`src/rtl/core/mawt_pkg.sv`:
```
// ----------------------------------------------------------------------------
// mawt_pkg: shared types and constants of the multi-axis window trigger
// Holds the transfer payloads, the per-lane flag pair, the change codes and
// the configuration register indexes.
// ----------------------------------------------------------------------------
package mawt_pkg;

  // Fixed field widths.
  localparam int VALUE_BITS  = 16;
  localparam int MAX_AXES    = 4;
  localparam int BOUND_BITS  = 16;
  localparam int MARGIN_BITS = 15;
  localparam int WIN_BITS    = 2 * BOUND_BITS + MARGIN_BITS;
  localparam int MASK_BITS   = MAX_AXES;

  // Comparison width: holds any value, the lower bound minus the margin and
  // the upper bound plus the margin exactly.
  localparam int CMP_BITS = (VALUE_BITS > BOUND_BITS + 2) ? VALUE_BITS : BOUND_BITS + 2;

  // Window register layout.
  localparam int WIN_LO_LSB = 0;
  localparam int WIN_HI_LSB = BOUND_BITS;
  localparam int WIN_M_LSB  = 2 * BOUND_BITS;

  // Configuration register indexes.
  localparam int CFG_IDX_BITS = 3;
  localparam logic [CFG_IDX_BITS-1:0] CFG_WINDOW_0 = 3'd0;
  localparam logic [CFG_IDX_BITS-1:0] CFG_INVERT   = 3'd4;
  localparam logic [CFG_IDX_BITS-1:0] CFG_ENABLE   = 3'd5;

  typedef enum logic [1:0] {
    CHG_NONE     = 2'd0,
    CHG_FIRED    = 2'd1,
    CHG_RELEASED = 2'd2
  } change_code_t;

  typedef struct packed {
    logic signed [VALUE_BITS-1:0] axis_value_0;
    logic signed [VALUE_BITS-1:0] axis_value_1;
    logic signed [VALUE_BITS-1:0] axis_value_2;
    logic signed [VALUE_BITS-1:0] axis_value_3;
    logic [MASK_BITS-1:0]         present_mask;
    logic                         point_valid;
    logic                         last_point;
  } in_item_t;

  typedef struct packed {
    change_code_t change_code;
    logic         triggered_now;
  } out_item_t;

  // What one axis lane finds for the current point.
  typedef struct packed {
    logic is_inside;
    logic is_outside;
  } lane_flags_t;

endpackage

```
`src/rtl/core/mawt_lane.sv`:
```
// ----------------------------------------------------------------------------
// mawt_lane: window test of one axis
// Compares one axis value against its plain window and its window widened
// by the margin, and reports whether the axis counts as inside and outside.
// ----------------------------------------------------------------------------
module mawt_lane
  import mawt_pkg::*;
(
  input  logic signed [VALUE_BITS-1:0] value,
  input  logic                         present,
  input  logic                         enable,
  input  logic                         invert,
  input  logic [WIN_BITS-1:0]          window,
  output lane_flags_t                  flags
);

  logic signed [BOUND_BITS-1:0] lo;
  logic signed [BOUND_BITS-1:0] hi;
  logic [MARGIN_BITS-1:0]       margin;
  logic signed [CMP_BITS-1:0]   v_w;
  logic signed [CMP_BITS-1:0]   lo_w;
  logic signed [CMP_BITS-1:0]   hi_w;
  logic signed [CMP_BITS-1:0]   m_w;
  logic signed [CMP_BITS-1:0]   wlo;
  logic signed [CMP_BITS-1:0]   whi;
  logic                         in_plain;
  logic                         beyond_wide;

  assign lo     = window[WIN_LO_LSB +: BOUND_BITS];
  assign hi     = window[WIN_HI_LSB +: BOUND_BITS];
  assign margin = window[WIN_M_LSB +: MARGIN_BITS];

  assign v_w  = CMP_BITS'(value);
  assign lo_w = CMP_BITS'(lo);
  assign hi_w = CMP_BITS'(hi);
  assign m_w  = CMP_BITS'($signed({1'b0, margin}));
  assign wlo  = lo_w - m_w;
  assign whi  = hi_w + m_w;

  assign in_plain    = (v_w >= lo_w) && (v_w <= hi_w);
  assign beyond_wide = (v_w <= wlo) || (v_w >= whi);

  always_comb begin
    if (!enable) begin
      // A disabled axis never vetoes inside and never makes a point outside.
      flags.is_inside  = 1'b1;
      flags.is_outside = 1'b0;
    end else if (!present) begin
      flags.is_inside  = 1'b0;
      flags.is_outside = 1'b1;
    end else if (invert) begin
      flags.is_inside  = beyond_wide;
      flags.is_outside = in_plain;
    end else begin
      flags.is_inside  = in_plain;
      flags.is_outside = beyond_wide;
    end
  end

endmodule

```
`src/rtl/core/mawt_merge.sv`:
```
// ----------------------------------------------------------------------------
// mawt_merge: lane merge, update accumulators and hysteresis
// Folds the lane flags into one point verdict, accumulates it over the
// update and decides fire or release when the update ends.
// ----------------------------------------------------------------------------
module mawt_merge
  import mawt_pkg::*;
#(
  parameter int AXES = 4
) (
  input  logic                   clk,
  input  logic                   rst_n,
  input  logic                   item_accept,
  input  logic                   point_valid,
  input  logic                   last_point,
  input  lane_flags_t [AXES-1:0] lane_flags,
  output logic                   res_push,
  output out_item_t              res_item
);

  logic [AXES-1:0] inside_vec;
  logic [AXES-1:0] outside_vec;
  logic            point_inside;
  logic            point_outside;
  logic            acc_inside;
  logic            acc_outside;
  logic            update_end;

  logic armed_r, armed_nxt;
  logic any_inside_r, any_inside_nxt;
  logic all_outside_r, all_outside_nxt;

  always_comb begin
    for (int i = 0; i < AXES; i++) begin
      inside_vec[i]  = lane_flags[i].is_inside;
      outside_vec[i] = lane_flags[i].is_outside;
    end
  end

  assign point_inside  = &inside_vec;
  assign point_outside = |outside_vec;

  // Fold the current point in, if the transfer carries one.
  assign acc_inside  = any_inside_r || (point_valid && point_inside);
  assign acc_outside = all_outside_r && (!point_valid || point_outside);
  assign update_end  = !point_valid || last_point;
  assign res_push    = item_accept && update_end;

  always_comb begin
    armed_nxt       = armed_r;
    any_inside_nxt  = any_inside_r;
    all_outside_nxt = all_outside_r;
    res_item.change_code = CHG_NONE;
    if (!armed_r) begin
      if (acc_inside) begin
        res_item.change_code = CHG_FIRED;
      end
    end else begin
      if (acc_outside) begin
        res_item.change_code = CHG_RELEASED;
      end
    end
    res_item.triggered_now = (res_item.change_code == CHG_FIRED) ||
                             (armed_r && (res_item.change_code == CHG_NONE));
    if (item_accept) begin
      if (update_end) begin
        armed_nxt       = res_item.triggered_now;
        any_inside_nxt  = 1'b0;
        all_outside_nxt = 1'b1;
      end else begin
        any_inside_nxt  = acc_inside;
        all_outside_nxt = acc_outside;
      end
    end
  end

  always_ff @(posedge clk) begin
    if (!rst_n) begin
      armed_r       <= 1'b0;
      any_inside_r  <= 1'b0;
      all_outside_r <= 1'b1;
    end else begin
      armed_r       <= armed_nxt;
      any_inside_r  <= any_inside_nxt;
      all_outside_r <= all_outside_nxt;
    end
  end

  a_armed_moves_on_end: assert property (@(posedge clk) disable iff (!rst_n)
    !res_push |=> armed_r == $past(armed_r))
    else $error("trigger state changed without an update end");

  a_fire_only_idle: assert property (@(posedge clk) disable iff (!rst_n)
    (res_push && (res_item.change_code == CHG_FIRED)) |-> !armed_r)
    else $error("fire reported while already armed");

  a_acc_cleared: assert property (@(posedge clk) disable iff (!rst_n)
    res_push |=> (!any_inside_r && all_outside_r))
    else $error("accumulators not cleared after update end");

endmodule

```
`src/rtl/core/multi_axis_window_trigger_top.sv`:
```
// ----------------------------------------------------------------------------
// multi_axis_window_trigger_top: multi-axis window trigger with hysteresis
// Per-axis window lanes, a merge stage with update accumulators, and a
// two-entry output buffer.
// ----------------------------------------------------------------------------
// Points stream in one per transfer and are grouped into updates: a transfer
// with last_point set, or one with point_valid clear (an empty or cut-short
// update), closes the update and produces exactly one result transfer; all
// other transfers produce none. Each of the AXES lanes tests its axis value
// against its window in parallel, and the merge stage folds the lane flags
// into two one-bit accumulators, so the block takes one point every clock
// cycle while in_stall is low. An update's result is registered into the
// output register, or into the skid register behind it if that is held;
// in_stall rises only while both hold unclaimed results, so points that do
// not close an update are never held back by a slow consumer until two
// results are pending. Configuration writes take effect at the next clock
// edge and must only be issued while no update is in progress.
// ----------------------------------------------------------------------------
module multi_axis_window_trigger_top
  import mawt_pkg::*;
#(
  parameter int AXES = 4
) (
  input  logic                    clk,
  input  logic                    rst_n,
  // Point input channel
  input  logic                    in_valid,
  output logic                    in_stall,
  input  in_item_t                in_data,
  // Result channel
  output logic                    out_valid,
  input  logic                    out_stall,
  output out_item_t               out_data,
  // Configuration write port
  input  logic                    cfg_we,
  input  logic [CFG_IDX_BITS-1:0] cfg_index,
  input  logic [WIN_BITS-1:0]     cfg_wdata
);

  // Configuration registers: one window per lane plus the two masks.
  logic [WIN_BITS-1:0] window_r [AXES];
  logic [AXES-1:0]     invert_r;
  logic [AXES-1:0]     enable_r;

  logic signed [VALUE_BITS-1:0] axis_vals [MAX_AXES];
  lane_flags_t [AXES-1:0]       lane_flags;

  logic      item_accept;
  logic      res_push;
  out_item_t res_item;

  // Output buffer: main register drives the port, skid catches one more.
  logic      main_v_r, main_v_nxt;
  out_item_t main_r, main_nxt;
  logic      skid_v_r, skid_v_nxt;
  out_item_t skid_r, skid_nxt;
  logic      pop;

  // Window registers: each lane's register answers to its own index.
  for (genvar g = 0; g < AXES; g++) begin : g_window
    always_ff @(posedge clk) begin
      if (!rst_n) begin
        window_r[g] <= '0;
      end else if (cfg_we && (cfg_index == CFG_WINDOW_0 + CFG_IDX_BITS'(g))) begin
        window_r[g] <= cfg_wdata;
      end
    end
  end

  // Mask bits of axes beyond AXES are dropped.
  always_ff @(posedge clk) begin
    if (!rst_n) begin
      invert_r <= '0;
      enable_r <= '0;
    end else if (cfg_we) begin
      case (cfg_index)
        CFG_INVERT: invert_r <= cfg_wdata[AXES-1:0];
        CFG_ENABLE: enable_r <= cfg_wdata[AXES-1:0];
        default: ;
      endcase
    end
  end

  assign axis_vals[0] = in_data.axis_value_0;
  assign axis_vals[1] = in_data.axis_value_1;
  assign axis_vals[2] = in_data.axis_value_2;
  assign axis_vals[3] = in_data.axis_value_3;

  // One comparator lane per axis, all working on the same point.
  for (genvar g = 0; g < AXES; g++) begin : g_lane
    mawt_lane u_lane (
      .value   (axis_vals[g]),
      .present (in_data.present_mask[g]),
      .enable  (enable_r[g]),
      .invert  (invert_r[g]),
      .window  (window_r[g]),
      .flags   (lane_flags[g])
    );
  end

  // Hold input only when both result slots are occupied.
  assign in_stall    = skid_v_r;
  assign item_accept = in_valid && !in_stall;

  mawt_merge #(
    .AXES (AXES)
  ) u_merge (
    .clk         (clk),
    .rst_n       (rst_n),
    .item_accept (item_accept),
    .point_valid (in_data.point_valid),
    .last_point  (in_data.last_point),
    .lane_flags  (lane_flags),
    .res_push    (res_push),
    .res_item    (res_item)
  );

  assign pop = main_v_r && !out_stall;

  always_comb begin
    main_v_nxt = main_v_r;
    main_nxt   = main_r;
    skid_v_nxt = skid_v_r;
    skid_nxt   = skid_r;
    if (!main_v_r || pop) begin
      // Main slot frees up: advance the skid entry, or load the new result.
      if (skid_v_r) begin
        main_v_nxt = 1'b1;
        main_nxt   = skid_r;
        skid_v_nxt = res_push;
        skid_nxt   = res_item;
      end else begin
        main_v_nxt = res_push;
        main_nxt   = res_item;
      end
    end else if (res_push) begin
      // Main is stalled: park the new result in the skid register.
      skid_v_nxt = 1'b1;
      skid_nxt   = res_item;
    end
  end

  always_ff @(posedge clk) begin
    if (!rst_n) begin
      main_v_r <= 1'b0;
      skid_v_r <= 1'b0;
    end else begin
      main_v_r <= main_v_nxt;
      skid_v_r <= skid_v_nxt;
    end
  end

  always_ff @(posedge clk) begin
    main_r <= main_nxt;
    skid_r <= skid_nxt;
  end

  assign out_valid = main_v_r;
  assign out_data  = main_r;

  a_skid_behind_main: assert property (@(posedge clk) disable iff (!rst_n)
    skid_v_r |-> main_v_r)
    else $error("skid entry held while output register is empty");

  a_no_push_when_full: assert property (@(posedge clk) disable iff (!rst_n)
    res_push |-> !skid_v_r)
    else $error("result produced while both output slots are full");

  a_stalled_push_parks: assert property (@(posedge clk) disable iff (!rst_n)
    (main_v_r && out_stall && res_push) |=> skid_v_r)
    else $error("result lost while output register was stalled");

endmodule
```
`config.mk`:
```
export PLATFORM = sky130hd
export DESIGN_NAME = multi_axis_window_trigger_top
export DESIGN_NICKNAME = d
export VERILOG_FILES = /design/src/rtl/core/mawt_pkg.sv /design/src/rtl/core/mawt_lane.sv /design/src/rtl/core/mawt_merge.sv /design/src/rtl/core/multi_axis_window_trigger_top.sv
export SDC_FILE = /design/constraint.sdc
export NUM_CORES = 1
export LEC_CHECK = 0
export BUFFER_PORTS_ARGS = -buffer_cell sky130_fd_sc_hd__buf_2
export CAP_MARGIN = 5
export CORE_ASPECT_RATIO = 1.4
export CORE_MARGIN = 2
export CORE_UTILIZATION = 65
export CTS_BUF_LIST = sky130_fd_sc_hd__clkbuf_16
export CTS_CLUSTER_DIAMETER = 80
export DETAILED_ROUTE_END_ITERATION = 7
export HOLD_SLACK_MARGIN = 0.12
export PLACE_DENSITY = 0.85
export SLEW_MARGIN = 20
export SYNTH_ARGS = -nofsm -noshare
export SYNTH_HDL_FRONTEND = slang
export SYNTH_SLANG_ARGS = --single-unit
```
`constraint.sdc`:
```
create_clock -name clk -period 13.55 [get_ports clk]
set_clock_uncertainty 0.05 [all_clocks]
set_input_delay 2.71 -clock clk [delete_from_list [all_inputs] [get_ports clk]]
set_output_delay 2.71 -clock clk [all_outputs]
set_load 0.02 [all_outputs]
```
======== Yosys cells after proc, flatten, opt, wreduce, memory -nomap -nowiden ========
Memories as Yosys holds them, arrays and structs flattened.
Cells that the tools add are included.
word-level totals
  register bits after elaboration ......... 19
  memory bits (writable) .................. 188
  input bits .............................. 125
  output and inout bits ................... 5
  logic and storage cells ................. 125
  memories kept ........................... 1
memories
  name      depth  width  read ports  clocked after Yosys merged registers in  write ports  RTL line                             source
  window_r  4      47     4           0                                        4            multi_axis_window_trigger_top.sv:41  logic [WIN_BITS-1:0] window_r [AXES];
cells by class
  add/sub/neg operators ................... 8
  magnitude comparators ................... 16
  equality and inequality tests ........... 7
  multiplexer cells ....................... 42
  bitwise logic cells ..................... 4
  reductions and logical operators ........ 36
operator list
  kind                                                 count
  2-to-1 mux 47 bit                                    4
  adder 16 x 16 -> 17 bit                              4
  >= comparator 16 x 17 -> 1 bit                       4
  <= comparator 16 x 17 -> 1 bit                       4
  subtractor 16 x 16 -> 17 bit                         4
  >= comparator 16 bit                                 4
  <= comparator 16 bit                                 4
  2-to-1 mux 2 bit                                     14
  2-to-1 mux 1 bit                                     20
  logical AND 1 bit                                    14
  2-to-1 mux 3 bit                                     4
  logical OR 1 bit                                     9
  AND reduction 2 bit                                  4
  equality test 3 x 2 -> 1 bit, second input constant  2
  equality test 3 bit, second input constant           2
  logical NOT 1 bit                                    4
  OR 1 bit                                             4
  AND reduction 4 bit                                  1
  OR reduction 4 bit                                   1
  equality test 3 x 1 -> 1 bit, second input constant  1
  logical NOT 3 bit                                    1
  equality test 2 x 1 -> 1 bit, second input constant  1
  logical NOT 2 bit                                    1
  inequality test 2 bit, second input constant         1
  nonzero test 2 bit                                   1

======== Logic depth before layout (Yosys ltp) ========
An unclocked memory read counts as a cell.
  depth in word-level cells ............... 17
  mapped depth ............................ 25
  gate-level depth less buffers ........... 24

======== Cells and area by module ========
From an unflattened synthesis, not the netlist that was laid out.
unflattened totals
  cells, all modules ...................... 2,164
  area, all modules ....................... 20,210.6 µm²
by module, submodules not included
  module                         times used  cells an instance  area an instance (µm²)  seq. area each (µm²)
  multi_axis_window_trigger_top  1           527                7,976.4                 6,025.8
  mawt_lane (g_lane[3].u_lane)   1           407                3,083.0                 0.0
  mawt_lane (g_lane[0].u_lane)   1           411                3,006.6                 0.0
  mawt_lane (g_lane[1].u_lane)   1           396                2,981.6                 0.0
  mawt_lane (g_lane[2].u_lane)   1           400                2,965.3                 0.0
  mawt_merge                     1           23                 197.7                   60.1

======== Worst setup path before layout ========
OpenSTA, ideal clock, no wires.
  path type ............................... input to register
  from .................................... in cfg_index[0]
  to ...................................... mem window_r[0][0] (netlist bit) (enable)
  library setup time ...................... 0.523 ns
  arrival time ............................ 6.416 ns
  required time ........................... 12.977 ns
  path slack .............................. 6.561 ns
  stages .................................. 2
  buffers on the path ..................... 0
  path through ............................ nand2b_1 > o31ai_1
RTL lines
  what         RTL line                             source
  from (decl)  multi_axis_window_trigger_top.sv:36  input logic [CFG_IDX_BITS-1:0] cfg_index,
  to (decl)    multi_axis_window_trigger_top.sv:41

==> summary.json <==
{
  "status": {"value": "finished clean"},
  "first_global_vias": {"value": 16300},
  "power.share.switching": {"value": 35.4, "unit": "%"},
  "relative_slew_margins": {"value": 39.7, "unit": "%"},
  "numClockSinks": {"value": 207},
  "gpl.final_weighted_congestion": {"value": 0.991},
  "ys_async_sr_fraction": {"value": 0, "unit": "%"},
  "max_slew.worst_pin.slew": {"value": 903, "unit": "ps"},
  "drtAntennaViolNets": {"value": 0},
  "cts_root_buf": {"value": "sky130_fd_sc_hd__clkbuf_16"},
  "floorplan.initialDensity": {"value": 65.5, "unit": "%"},
  "number_of_top_level_pins": {"value": 130},
  "layout-drive-gt1-share": {"value": 8.33, "unit": "%"},
  "placementRows": {"value": 75},
  "avgViaCountPerCell": {"value": 6.26},
  "postCtsHoldBufs": {"value": 0},
  "crit_top_cell": {"value": "sky130_fd_sc_hd__a21oi_1"},
  "leakagePower": {"value": 9.99, "unit": "nW"},
  "achievable_frequency": {"value": 0.171, "unit": "GHz"},
  "gr-usage-all-layers": {"value": 35.8, "unit": "%"},
  "core-area": {"value": 29700, "unit": "um2"},
  "synth_edf_count": {"value": 194},
  "synthToLayoutAreaGrowth": {"value": 9.66, "unit": "%"},
  "power_report.internal_total": {"value": 1.40, "unit": "mW"},
  "crit_path_max_incr_delay": {"value": 640, "unit": "ps"},
  "sum_of_overflow_across_all_layers_after_global_routing": {"value": 0},
  "insertion_delay_of_the_later_clocked_pin_in_the_worst_skew_pair": {"value": 530, "unit": "ps"},
  "power.density": {"value": 101, "unit": "nW/um2"},
  "number_of_clock_buffers_inserted_by_tritoncts": {"value": 22},
  "clk_path_buf_depth": {"value": 3},
  "cts.repair.resized": {"value": 0},
  "syn-instance-count": {"value": 2107},
  "worst_setup_path_start_kind": {"value": "register"},
  "slowest_stage": {"value": "sky130_fd_sc_hd__a311oi_1"},
  "cap_violations": {"value": 0},
  "cp_cell_sequence": {"value": "inv_1 > ha_1 > nor2b_1 > o21ai_0 > a21oi_1 > o21ai_0 > a21oi_1 > a41o_1 > o41a_1 > a211o_1 > a21oi_1 > xnor2_1 > ha_1 > nand4_1 > nor3_1 > a211oi_1 > a311oi_1 > nand3_1 > o211ai_1 > nand4_1 > and3_1 > mux2_4"},
  "synth-warning-count": {"value": 0},
  "required": {"value": 13790, "unit": "ps"},
  "final_net_count": {"value": 2760},
  "die-height": {"value": 209, "unit": "um"},
  "setup.worst_path.end_class": {"value": "register"},
  "cts_tree": {"value": "yes"},
  "grt_start_max_net_pins": {"value": 48},
  "sequential_power_share": {"value": 36.0, "unit": "%"},
  "drt_iter0_drc": {"value": 1259},
  "final.setup.tns": {"value": 0, "unit": "ps"},
  "cts.clk_slew.worst_paths": {"value": 70, "unit": "ps"},
  "global_route_met3_usage": {"value": 4.34, "unit": "%"},
  "setup_viol": {"value": 0},
  "grt_first_pass_wirelength": {"value": 85300, "unit": "um"},
  "via_count": {"value": 16600},
  "antenna_found_initial": {"value": 7},
  "final_min_period_over_clock_period": {"value": 43.1, "unit": "%"},
  "cell_area_after_technology_mapping": {"value": 19500, "unit": "um2"},
  "vdd.ir_drop.worst": {"value": 0.000108, "unit": "V"},
  "final_area": {"value": 21400, "unit": "um2"},
  "gate_power_share": {"value": 36.4, "unit": "%"},
  "route.detailed.drc": {"value": 0},
  "min_period": {"value": 5850, "unit": "ps"},
  "half_perimeter_wire_length_after_detailed_placement": {"value": 45000, "unit": "um"},
  "most-common-layout-cells": {"value": "sky130_fd_sc_hd__ha_1, sky130_fd_sc_hd__inv_1, sky130_fd_sc_hd__edfxtp_1, sky130_fd_sc_hd__and2_1, sky130_fd_sc_hd__a21oi_1"},
  "die-area": {"value": 31400, "unit": "um2"},
  "postCtsSetupBuffers": {"value": 0},
  "grt_use_met1": {"value": 41.1, "unit": "%"},
  "routed_wire_length_per_instance": {"value": 21.2, "unit": "um"},
  "worst-setup-path-type": {"value": "reg2reg"},
  "routed_wl": {"value": 56200, "unit": "um"},
  "most_frequent_standard_cell_in_the_layout_excluding_fill_and_tap_cells": {"value": "sky130_fd_sc_hd__ha_1"},
  "grtUsageMet2": {"value": 61.2, "unit": "%"},
  "chipWidth": {"value": 150, "unit": "um"},
  "timing.final.hold_violations": {"value": 0},
  "synthesis.nets": {"value": 2624},
  "unrepaired_setup_endpoints_after_global_routing": {"value": "no"},
  "synth.ff_latch_count": {"value": 207},
  "worstPathMaxFanout": {"value": 5},
  "global_route.peak_usage_layer": {"value": "met2"},
  "cp_data_arrival_time": {"value": 6080, "unit": "ps"},
  "port_buffers": {"value": 129},
  "detail_route.first_pass.iterations": {"value": 6},
  "min_path_type": {"value": "reg2reg"},
  "clockPowerShare": {"value": 27.6, "unit": "%"},
  "timing_max_transition_violations_final": {"value": 0},
  "postSynth.topFlopCell": {"value": "sky130_fd_sc_hd__edfxtp_1"},
  "power_switching": {"value": 0.767, "unit": "mW"},
  "synth.avg_cell_area": {"value": 9.25, "unit": "um2"},
  "place_area": {"value": 20700, "unit": "um2"},
  "yosysSeqAreaShare": {"value": 31.2, "unit": "%"},
  "cts.htree.levels": {"value": 1},
  "synth_cell_type_count": {"value": 72}
}
routing by layer:
layer | part of all wire (%) | wire, um
met2 | 49 | 27300
met5 | 0 | 0
met3 | 7.6 | 4260
met4 | 8.2 | 4600
met1 | 36 | 20000
kinds of logic after synthesis:
family	count (synthesis)	synth area share, %
adders and majority gates	392	25.5
muxes	14	0.751
buffers and inverters	284	5.51
xor gates and xnor gates	84	3.77
and+or+nand+nor	700	19.2
AOI/OAI and AO/OA	426	14.1
DFF	207	31.2
Yosys cell counts, types with 7 or more instances:
cell type                  count  area [um2]
sky130_fd_sc_hd__a21oi_1     137         686
sky130_fd_sc_hd__nor2b_1      28         175
sky130_fd_sc_hd__o21a_1       18         135
sky130_fd_sc_hd__o31ai_1      12        90.1
sky130_fd_sc_hd__o22ai_1       7        43.8
sky130_fd_sc_hd__or3_1        12        75.1
sky130_fd_sc_hd__nand4_1      47         294
sky130_fd_sc_hd__nand3_1      81         405
sky130_fd_sc_hd__and3_1       11        68.8
sky130_fd_sc_hd__nor2_1      122         458
sky130_fd_sc_hd__ha_1        384        4800
sky130_fd_sc_hd__mux2i_1      12         120
sky130_fd_sc_hd__inv_1       259         972
sky130_fd_sc_hd__nor3_1       42         210
sky130_fd_sc_hd__nor4_1        7        43.8
sky130_fd_sc_hd__and2_1      191        1190
sky130_fd_sc_hd__dfxtp_1      13         260
sky130_fd_sc_hd__clkbuf_1     23        86.3
sky130_fd_sc_hd__edfxtp_1    194        5830
sky130_fd_sc_hd__nand2b_1     39         244
sky130_fd_sc_hd__xor2_1       44         385
sky130_fd_sc_hd__fa_1          8         160
sky130_fd_sc_hd__a211oi_1     20         150
sky130_fd_sc_hd__a31oi_1       8        50.1
sky130_fd_sc_hd__o211ai_1     12        90.1
sky130_fd_sc_hd__o21ai_0      91         455
sky130_fd_sc_hd__a21o_1       29         218
sky130_fd_sc_hd__a21boi_0      8        60.1
sky130_fd_sc_hd__a211o_1      12         105
sky130_fd_sc_hd__nand2_1      91         342
sky130_fd_sc_hd__xnor2_1      40         350
critical path, delay by kind of cell, from the launching register on:
family | cells | cell delay, ps
XOR/XNOR | 1 | 90
multiplexers | 1 | 280
flip-flops | 1 | 500
AO/OA/AOI/OAI | 11 | 2840
adder cells (fa/ha/maj) | 2 | 510
AND/OR/NAND/NOR | 6 | 1170
buffers and inverters | 1 | 150
flip-flops by register name (all words and copies together), names as in the netlist:
register	cells
window_r	188
enable_r	4
invert_r	4
out_data	3
skid_r	3
in_stall	1
out_valid	1
u_merge.all_outside_r	1
u_merge.any_inside_r	1
u_merge.armed_r	1
final timing paths:
path	startpoint	to	slack [ps]	cells after the start
max reg2reg	window_r[3][33]	out_data[2]	7700	22
min reg2reg	u_merge.all_outside_r	u_merge.all_outside_r	460	2
min	u_merge.all_outside_r	u_merge.all_outside_r	460	2
max	window_r[3][33]	out_data[2]	7700	22
per-stage QoR:
step	hold WS (ps)	util [%]	total power [mW]	cells	worst slack [ps]
global placement	432	69.4	1.53	2604	7680
floorplan	405	-	1.32	2107	6560
finish	465	71.9	2.16	2648	7700
global route	478	71.9	2.28	2645	7260
detailed placement	440	69.4	1.56	2604	7520
CTS	465	71.8	2.16	2643	7730
power groups by stage:
stage          clock network (mW)  registers (mW)  logic, mW
2_1_floorplan                   0           0.779      0.543
3_3_place_gp                    0           0.790      0.738
3_5_place_dp                    0           0.791      0.770
4_1_cts                     0.600           0.778      0.779
5_1_grt                     0.622           0.782      0.878
6_report                    0.597           0.780      0.787
layout make-up:
cell class	count	area, um2
diodes	5	12.5
clock buffers	23	576
clock inverters	16	143
flip-flops and latches	207	6090
well taps	385	482
multi-input cells	1616	12400
repair buffers	137	706
inverters	259	972
fillers	2211	8360
Power figures use the tool's default switching activity.
